===== config.mk =====
export PLATFORM = sky130hd
export DESIGN_NAME = revisioned_lease_tracker
export DESIGN_NICKNAME = d
export VERILOG_FILES = /design/src/rlt_pkg.sv /design/src/rlt_core.sv /design/src/revisioned_lease_tracker.sv
export SDC_FILE = /design/constraint.sdc
export NUM_CORES = 2
export LEC_CHECK = 0
export BUFFER_PORTS_ARGS = -buffer_cell sky130_fd_sc_hd__buf_2
export CAP_MARGIN = 40
export CORE_MARGIN = 5
export CORE_UTILIZATION = 25
export DETAILED_ROUTE_END_ITERATION = 10
export GPL_ROUTABILITY_DRIVEN = 0
export PLACE_DENSITY = 0.48
export REMOVE_ABC_BUFFERS = 1
export SLEW_MARGIN = 20
export SYNTH_ARGS = -nofsm -noshare
export SYNTH_HDL_FRONTEND = slang
export SYNTH_SLANG_ARGS = --single-unit

===== constraint.sdc =====
create_clock -name clk_i -period 16.1 [get_ports clk_i]
set_clock_uncertainty 0.05 [all_clocks]
set_input_delay 3.22 -clock clk_i [delete_from_list [all_inputs] [get_ports clk_i]]
set_output_delay 3.22 -clock clk_i [all_outputs]
set_load 0.1 [all_outputs]

===== src/rlt_pkg.sv =====
`default_nettype none

package rlt_pkg;

  // Operation codes
  localparam logic [1:0] OpPrepare = 2'd0;
  localparam logic [1:0] OpObserve = 2'd1;
  localparam logic [1:0] OpClear   = 2'd2;

  localparam int unsigned MsPerS = 1000;
  localparam logic [63:0] Limit64 = 64'hFFFF_FFFF_FFFF_FFFF;
  // Largest lease in seconds whose millisecond length still fits 64 bits
  localparam logic [63:0] LeaseMax = Limit64 / 64'(MsPerS);

  typedef struct packed {
    logic [1:0]  op;
    logic [63:0] entry_key;
    logic        refresh;
    logic [63:0] wall_seconds;
    logic [63:0] steady_millis;
    logic [63:0] lease_seconds;
    logic [63:0] result_revision;
    logic        result_expired;
    logic        result_succeeded;
    logic [63:0] result_expiry;
  } in_t;

  typedef struct packed {
    logic        accepted;
    logic [63:0] granted_revision;
    logic        standby_ok;
    logic [31:0] expired_count;
    logic [31:0] late_count;
  } out_t;

  // Seconds to milliseconds: x * 1000 = (x << 10) - (x << 4) - (x << 3)
  function automatic logic [63:0] to_millis(logic [63:0] secs);
    return (secs << 10) - (secs << 4) - (secs << 3);
  endfunction

endpackage

`default_nettype wire


===== src/rlt_core.sv =====
`default_nettype none

module rlt_core (
  input  wire logic          clk_i,
  input  wire logic          rst_ni,
  input  wire logic          cfg_we_i,
  input  wire logic [63:0]   cfg_floor_i,
  input  wire logic          go_i,
  input  wire rlt_pkg::in_t  item_i,
  output rlt_pkg::out_t      result_o
);

  logic [63:0] high_water_q, high_water_d;
  logic [63:0] cur_rev_q, cur_rev_d;
  logic [63:0] cur_key_q, cur_key_d;
  logic        pending_q, pending_d;
  logic [63:0] start_q, start_d;
  logic [63:0] lease_ms_q, lease_ms_d;
  logic [63:0] expiry_q, expiry_d;
  logic [63:0] good_expiry_q, good_expiry_d;
  logic [63:0] good_start_q, good_start_d;
  logic [63:0] good_lease_q, good_lease_d;
  logic [31:0] expired_q, expired_d;
  logic [31:0] late_q, late_d;

  logic        is_prep, is_obs, is_clr;
  logic        rev_nz, steady_ok, cur_alive, good_alive, pend_alive;
  logic        retire, reuse, refuse, issue;
  logic        match, obs_drop, adopt, succ;
  logic        eff_exp_gt;
  logic [64:0] exp_sum;
  logic [63:0] next_rev;
  logic        standby;

  assign is_prep = item_i.op == rlt_pkg::OpPrepare;
  assign is_obs  = item_i.op == rlt_pkg::OpObserve;
  assign is_clr  = item_i.op == rlt_pkg::OpClear;

  // Lease checks against the stored state, all in parallel
  assign rev_nz     = cur_rev_q != '0;
  assign steady_ok  = (item_i.steady_millis >= start_q) &&
                      ((item_i.steady_millis - start_q) < lease_ms_q);
  assign cur_alive  = (expiry_q > item_i.wall_seconds) && steady_ok;
  assign good_alive = (good_expiry_q > item_i.wall_seconds) &&
                      (item_i.steady_millis >= good_start_q) &&
                      ((item_i.steady_millis - good_start_q) < good_lease_q);
  assign pend_alive = pending_q && rev_nz && cur_alive;

  // Prepare decisions
  assign retire  = is_prep && rev_nz && !cur_alive;
  assign reuse   = rev_nz && !retire && (item_i.entry_key == cur_key_q) &&
                   (pending_q || !item_i.refresh);
  assign exp_sum = {1'b0, item_i.wall_seconds} + {1'b0, item_i.lease_seconds};
  assign refuse  = (high_water_q == rlt_pkg::Limit64) || (item_i.lease_seconds == '0) ||
                   (item_i.lease_seconds > rlt_pkg::LeaseMax) || exp_sum[64];
  assign issue   = is_prep && !reuse && !refuse;
  assign next_rev = high_water_q + 64'd1;

  // Observe decisions
  assign match      = is_obs && (item_i.result_revision != '0) &&
                      (item_i.result_revision == cur_rev_q);
  assign obs_drop   = match && item_i.result_expired;
  assign adopt      = match && !item_i.result_expired && (item_i.result_expiry != '0);
  assign succ       = match && !item_i.result_expired && item_i.result_succeeded;
  assign eff_exp_gt = adopt ? (item_i.result_expiry > item_i.wall_seconds)
                            : (expiry_q > item_i.wall_seconds);

  // Next state
  always_comb begin
    high_water_d  = high_water_q;
    cur_rev_d     = cur_rev_q;
    cur_key_d     = cur_key_q;
    pending_d     = pending_q;
    start_d       = start_q;
    lease_ms_d    = lease_ms_q;
    expiry_d      = expiry_q;
    good_expiry_d = good_expiry_q;
    good_start_d  = good_start_q;
    good_lease_d  = good_lease_q;
    expired_d     = expired_q;
    late_d        = late_q;
    if (is_prep) begin
      if (retire) begin
        expired_d = expired_q + 32'd1;
        cur_rev_d = '0;
        cur_key_d = '0;
        pending_d = 1'b0;
      end
      if (issue) begin
        high_water_d = next_rev;
        cur_rev_d    = next_rev;
        cur_key_d    = item_i.entry_key;
        start_d      = item_i.steady_millis;
        lease_ms_d   = rlt_pkg::to_millis(item_i.lease_seconds);
        expiry_d     = exp_sum[63:0];
        pending_d    = 1'b1;
      end
    end else if (is_obs) begin
      if (!match) begin
        late_d = late_q + 32'd1;
      end else if (obs_drop) begin
        expired_d = expired_q + 32'd1;
        cur_rev_d = '0;
        cur_key_d = '0;
        pending_d = 1'b0;
      end else begin
        if (adopt) begin
          expiry_d = item_i.result_expiry;
        end
        if (succ) begin
          pending_d     = 1'b0;
          good_expiry_d = adopt ? item_i.result_expiry : expiry_q;
          good_start_d  = start_q;
          good_lease_d  = lease_ms_q;
        end
      end
    end else if (is_clr) begin
      cur_key_d     = '0;
      cur_rev_d     = '0;
      expiry_d      = '0;
      good_expiry_d = '0;
      pending_d     = 1'b0;
    end
  end

  // Standby viability after the step, picked from the parallel checks
  always_comb begin
    standby = good_alive || pend_alive;
    if (is_prep) begin
      standby = good_alive || issue || pend_alive;
    end else if (is_obs) begin
      if (obs_drop) begin
        standby = good_alive;
      end else if (match) begin
        // good lease becomes the current one on success
        standby = (succ ? 1'b0 : good_alive) ||
                  (eff_exp_gt && steady_ok &&
                   (succ || (pending_q && !item_i.result_succeeded)));
      end
    end else if (is_clr) begin
      standby = 1'b0;
    end
  end

  // Result
  always_comb begin
    result_o.accepted         = (is_prep && (reuse || issue)) || match || is_clr;
    result_o.granted_revision = issue ? next_rev : ((is_prep && reuse) ? cur_rev_q : '0);
    result_o.standby_ok       = standby;
    result_o.expired_count    = expired_d;
    result_o.late_count       = late_d;
  end

  // State registers; a configuration write loads the high-water mark
  always_ff @(posedge clk_i or negedge rst_ni) begin
    if (!rst_ni) begin
      high_water_q  <= '0;
      cur_rev_q     <= '0;
      cur_key_q     <= '0;
      pending_q     <= 1'b0;
      start_q       <= '0;
      lease_ms_q    <= '0;
      expiry_q      <= '0;
      good_expiry_q <= '0;
      good_start_q  <= '0;
      good_lease_q  <= '0;
      expired_q     <= '0;
      late_q        <= '0;
    end else if (cfg_we_i) begin
      high_water_q <= cfg_floor_i;
    end else if (go_i) begin
      high_water_q  <= high_water_d;
      cur_rev_q     <= cur_rev_d;
      cur_key_q     <= cur_key_d;
      pending_q     <= pending_d;
      start_q       <= start_d;
      lease_ms_q    <= lease_ms_d;
      expiry_q      <= expiry_d;
      good_expiry_q <= good_expiry_d;
      good_start_q  <= good_start_d;
      good_lease_q  <= good_lease_d;
      expired_q     <= expired_d;
      late_q        <= late_d;
    end
  end

endmodule

`default_nettype wire


===== src/revisioned_lease_tracker.sv =====
// Flow: an accepted transfer is held in the input register, and its result is
// registered in the result register once that is free; out_valid_o then rises.
// Throughput: one item per cycle while the output is not stalled; the tracker state
// is updated by combinational logic between the input register and the result register.
// Reset: asynchronous, active low; clears the valid flags, all tracker state, counters and the high-water mark.
`default_nettype none

module revisioned_lease_tracker (
  input  wire logic          clk_i,
  input  wire logic          rst_ni,
  input  wire logic          cfg_valid_i,
  output logic               cfg_ready_o,
  input  wire logic [63:0]   cfg_data_i,
  input  wire logic          in_valid_i,
  output logic               in_ready_o,
  input  wire rlt_pkg::in_t  in_data_i,
  output logic               out_valid_o,
  input  wire logic          out_ready_i,
  output rlt_pkg::out_t      out_data_o
);

  logic          in_valid_q;
  rlt_pkg::in_t  in_q;
  logic          out_valid_q;
  rlt_pkg::out_t out_q;
  rlt_pkg::out_t result;
  logic          go;
  logic          cfg_we;

  assign cfg_ready_o = 1'b1;
  assign cfg_we      = cfg_valid_i;

  // Process the held item whenever the result register can take it
  assign go         = in_valid_q && (!out_valid_q || out_ready_i);
  assign in_ready_o = !in_valid_q || go;

  rlt_core u_core (
    .clk_i       (clk_i),
    .rst_ni      (rst_ni),
    .cfg_we_i    (cfg_we),
    .cfg_floor_i (cfg_data_i),
    .go_i        (go),
    .item_i      (in_q),
    .result_o    (result)
  );

  // Input register
  always_ff @(posedge clk_i or negedge rst_ni) begin
    if (!rst_ni) begin
      in_valid_q <= 1'b0;
    end else if (in_ready_o) begin
      in_valid_q <= in_valid_i;
    end
  end

  always_ff @(posedge clk_i) begin
    if (in_valid_i && in_ready_o) begin
      in_q <= in_data_i;
    end
  end

  // Result register
  always_ff @(posedge clk_i or negedge rst_ni) begin
    if (!rst_ni) begin
      out_valid_q <= 1'b0;
    end else if (go) begin
      out_valid_q <= 1'b1;
    end else if (out_ready_i) begin
      out_valid_q <= 1'b0;
    end
  end

  always_ff @(posedge clk_i) begin
    if (go) begin
      out_q <= result;
    end
  end

  assign out_valid_o = out_valid_q;
  assign out_data_o  = out_q;

endmodule

`default_nettype wire

==> flow_summary.toml <==
[outcome]
status = "finished clean"

[global_routing]
grt_usage = 0.1685
grt_max_degree = 188
first_global_vias = 56090
grt_pass1_wl_mm = 375.2
antenna_found_initial = 94
globalRouteOverflowTotal = 0

[synth]
synth.area.mux_share = 0.03577
synthSimpleGateAreaFrac = 0.1328
synth_fa_ha_area_frac = 0.1278
synth_compound_area_frac = 0.1554
synth_top_family_by_area = "compound AO/OA/AOI/OAI gates"
postSynth.asyncResetShare = 0.5510
synth_cells = 6953
ys_ff_latch = 1156
postSynthAreaPerCell_um2 = 10.26
ys_seq_area_frac = 0.4420
synth_area_um2 = 71330
synth-edff-count = 519
synth_ff_type = "dfrtp_1"
synth_cell_types = 97
synth_xor_area_frac = 0.06471
yosys_warnings = 0

[floorplan]
die_x_um = 544.2
io_pins = 591
die_h_um = 544.2
std_cell_rows = 196
core_area_um2 = 284700
start_util = 0.2505
die_area_um2 = 296100

[worst_setup_path]
crit_buf_inv = 3
crit_top_cell = "nand3_1"
r2r_slack_ns = 7.68
worstPathRequired_ns = 16.72
crit_family = "compound AO/OA/AOI/OAI gates"
end_kind = "flop"
cp_slowest_stage_delay_ns = 0.67
start_kind = "flop"
cp_slowest_cell = "nor4_1"
cp_max_fo = 74
arrival_ns = 9.04
path_class = "reg2reg"

[power]
p_clk_frac = 0.403
peakVddDrop_mv = 0.06082
p_int_w = 0.006028
swShare = 0.3085
p_sw_w = 0.002689
pwr-share-seq = 0.400
p_per_area_nw_per_um2 = 103.8
leakage_nw = 35.88
power_frac_comb = 0.198

[routing]
vias_per_cell = 4.912
routedWlPerCell_um = 22.71
drc = 0
vias = 56090
first_pass_iters = 6
routed_wirelength_mm = 259.3
drt_iter0_drc = 4113
ant_nets = 0

[cells_and_area]
post-route-util = 0.2950
final-seq-area_um2 = 31530
multi_input_area_um2 = 36940
fillers = 29490
area_growth_pct = 17.75
nNetsFinal = 8652
fin_area_um2 = 83990
layout.cells.non_filler = 11420
drive_gt1_frac = 0.1421

[place]
dp.cells = 11100
portBuffers = 589
placed_area_um2 = 78610
dp_slack_ns = 7.424
hpwl_mm = 204.3

[sta]
grt_setup_unrepaired = "no"
timing_hold_violations_final = 0
report.final.slew_viol_count = 0
relSlewSlack = 0.3142
fmax_ghz = 0.1188
setup_violations = 0
fin_crit_sh = 0.5227
tns_ns = 0
period_minus_slack_ns = 8.416
worst_slew_pin_slew_ns = 1.029
setup_ws_ns = 7.684

[clock_network]
cts_hold_repair.buffers = 0
path_clk_slew_ns = 0.06
clk_path_buf_depth = 4
clk_latency_ns = 0.83
cts_setup_buffers = 0
cts-htree-levels = 4
clockRootBuffer = "clkbuf_16"
cts_made_buffers = 151
clock_sinks = 1156
cts_tree = "yes"
cts_resized = 0

[min_path]
min-delay-path-class = "reg2reg"

[flow_run]
cap_violations = 0
## kinds of logic after synthesis
| family | after synthesis |
|---|---|
| other | 1 |
| xor gates and xnor gates | 527 |
| and+or+nand+nor | 1927 |
| AOI/OAI and AO/OA | 1661 |
| DFF | 1156 |
| muxes | 238 |
| buffers and inverters | 747 |
| adders and majority gates | 696 |
## tightest hold or removal path, cell delays in order, from the launching register on
cell and delay [ns]:
dfrtp_1 0.34, nand2_1 0.05, o21ai_0 0.06
## state kept, by name, indices dropped and copies added, names as in the netlist
name and count:
u_core.lease_ms_q 61, u_core.expiry_q 64, u_core.good_start_q 64, u_core.pending_q 1, in_valid_q 1, u_core.cur_rev_q 64, u_core.cur_key_q 64, u_core.expired_q 32
in_q 389, out_valid_o 1, u_core.start_q 64, u_core.good_lease_q 61, out_data_o 130, u_core.late_q 32, u_core.high_water_q 64, u_core.good_expiry_q 64
## area by class of cell
class | instances | area share
Antenna cell | 44 | 0.001311
Clock buffer | 190 | 0.04893
Clock inverter | 77 | 0.01137
Inverter | 474 | 0.02118
Multi-Input combinational cell | 5050 | 0.4398
Sequential cell | 1156 | 0.3753
Tap cell | 3762 | 0.05604
Timing Repair Buffer | 665 | 0.04603
## path summary, 6_finish.rpt
kind | start | to | depth (start not counted)
worst min register to register | u_core.lease_ms_q[63] | u_core.good_lease_q[63] | 2
min in group asynchronous | rst_ni | u_core.good_expiry_q[5] | 1
worst min-delay path | u_core.lease_ms_q[63] | u_core.good_lease_q[63] | 2
worst max-delay path | in_q[221] | u_core.lease_ms_q[4] | 26
worst max register to register | in_q[221] | u_core.lease_ms_q[4] | 26
max in group asynchronous | rst_ni | u_core.late_q[16] | 4
## power by group through the flow
stage / Combinational, W / Sequential [W] / Clock (W)
2_1_floorplan: 0.00101 / 0.00364 / 0
3_3_place_gp: 0.00168 / 0.00354 / 0
3_5_place_dp: 0.00171 / 0.00354 / 0
4_1_cts: 0.00172 / 0.00348 / 0.00363
5_1_grt: 0.00190 / 0.00350 / 0.00373
6_report: 0.00172 / 0.00348 / 0.00351
## metal layers
| metal | track usage | share of wire | vias up |
|---|---|---|---|
| li1 | - | - | 26580 |
| met1 | 0.2217 | 0.44 | 27390 |
| met2 | 0.2596 | 0.45 | 1529 |
| met3 | 0.02905 | 0.049 | 551 |
| met4 | 0.09952 | 0.063 | 40 |
| met5 | 0 | 0.00095 | - |
## synth_stat cells (54+ instances only)
cell type	n	area, µm²
ha_1	642	8033
nand2_1	641	2406
dfrtp_1	637	15940
edfxtp_1	519	15580
inv_1	472	1772
o21ai_0	461	2307
a21oi_1	347	1737
nor2_1	314	1179
xnor2_1	271	2374
xor2_1	256	2242
clkbuf_1	192	720.7
nand4_1	190	1189
a21o_1	161	1209
nand3_1	156	780.8
nor4_1	136	850.8
mux2_2	126	1419
a32o_1	125	1251
nor2b_1	119	744.5
nor3_1	117	585.6
mux2i_1	103	1031
a22o_1	73	639.4
nand2b_1	62	387.9
a31oi_1	60	375.4
a211oi_1	56	420.4
buf_2	56	280.3
and3_1	54	337.8
fa_1	54	1081
## cells in the final DEF (no fill, tap or decap), types with 42 or more instances in the layout
master / n
clkbuf_16: 155
nor2_1: 314
and3_1: 53
a21oi_1: 347
o21ai_0: 461
dfrtp_1: 637
nand4_1: 190
nand3_1: 155
xor2_1: 256
edfxtp_1: 519
mux2i_1: 103
inv_1: 472
nor3_1: 115
buf_4: 49
mux2_2: 126
nand2b_1: 61
nor2b_1: 118
o21bai_1: 42
diode_2: 44
o21a_1: 52
nor4_1: 133
xnor2_1: 271
o211ai_1: 48
nand2_1: 641
buf_2: 591
a32o_1: 125
a21o_1: 161
ha_1: 640
a22o_1: 73
a31oi_1: 60
a211oi_1: 56
fa_1: 54
## per-stage QoR
step           hold WS, ns  total power [W]
6_report            0.4276         0.008717
5_1_grt             0.4494         0.009135
4_1_cts             0.4326         0.008831
3_5_place_dp        0.4156         0.005250
3_3_place_gp        0.4107         0.005223
2_1_floorplan       0.3998         0.004654
(Power assumes the default switching activity.)
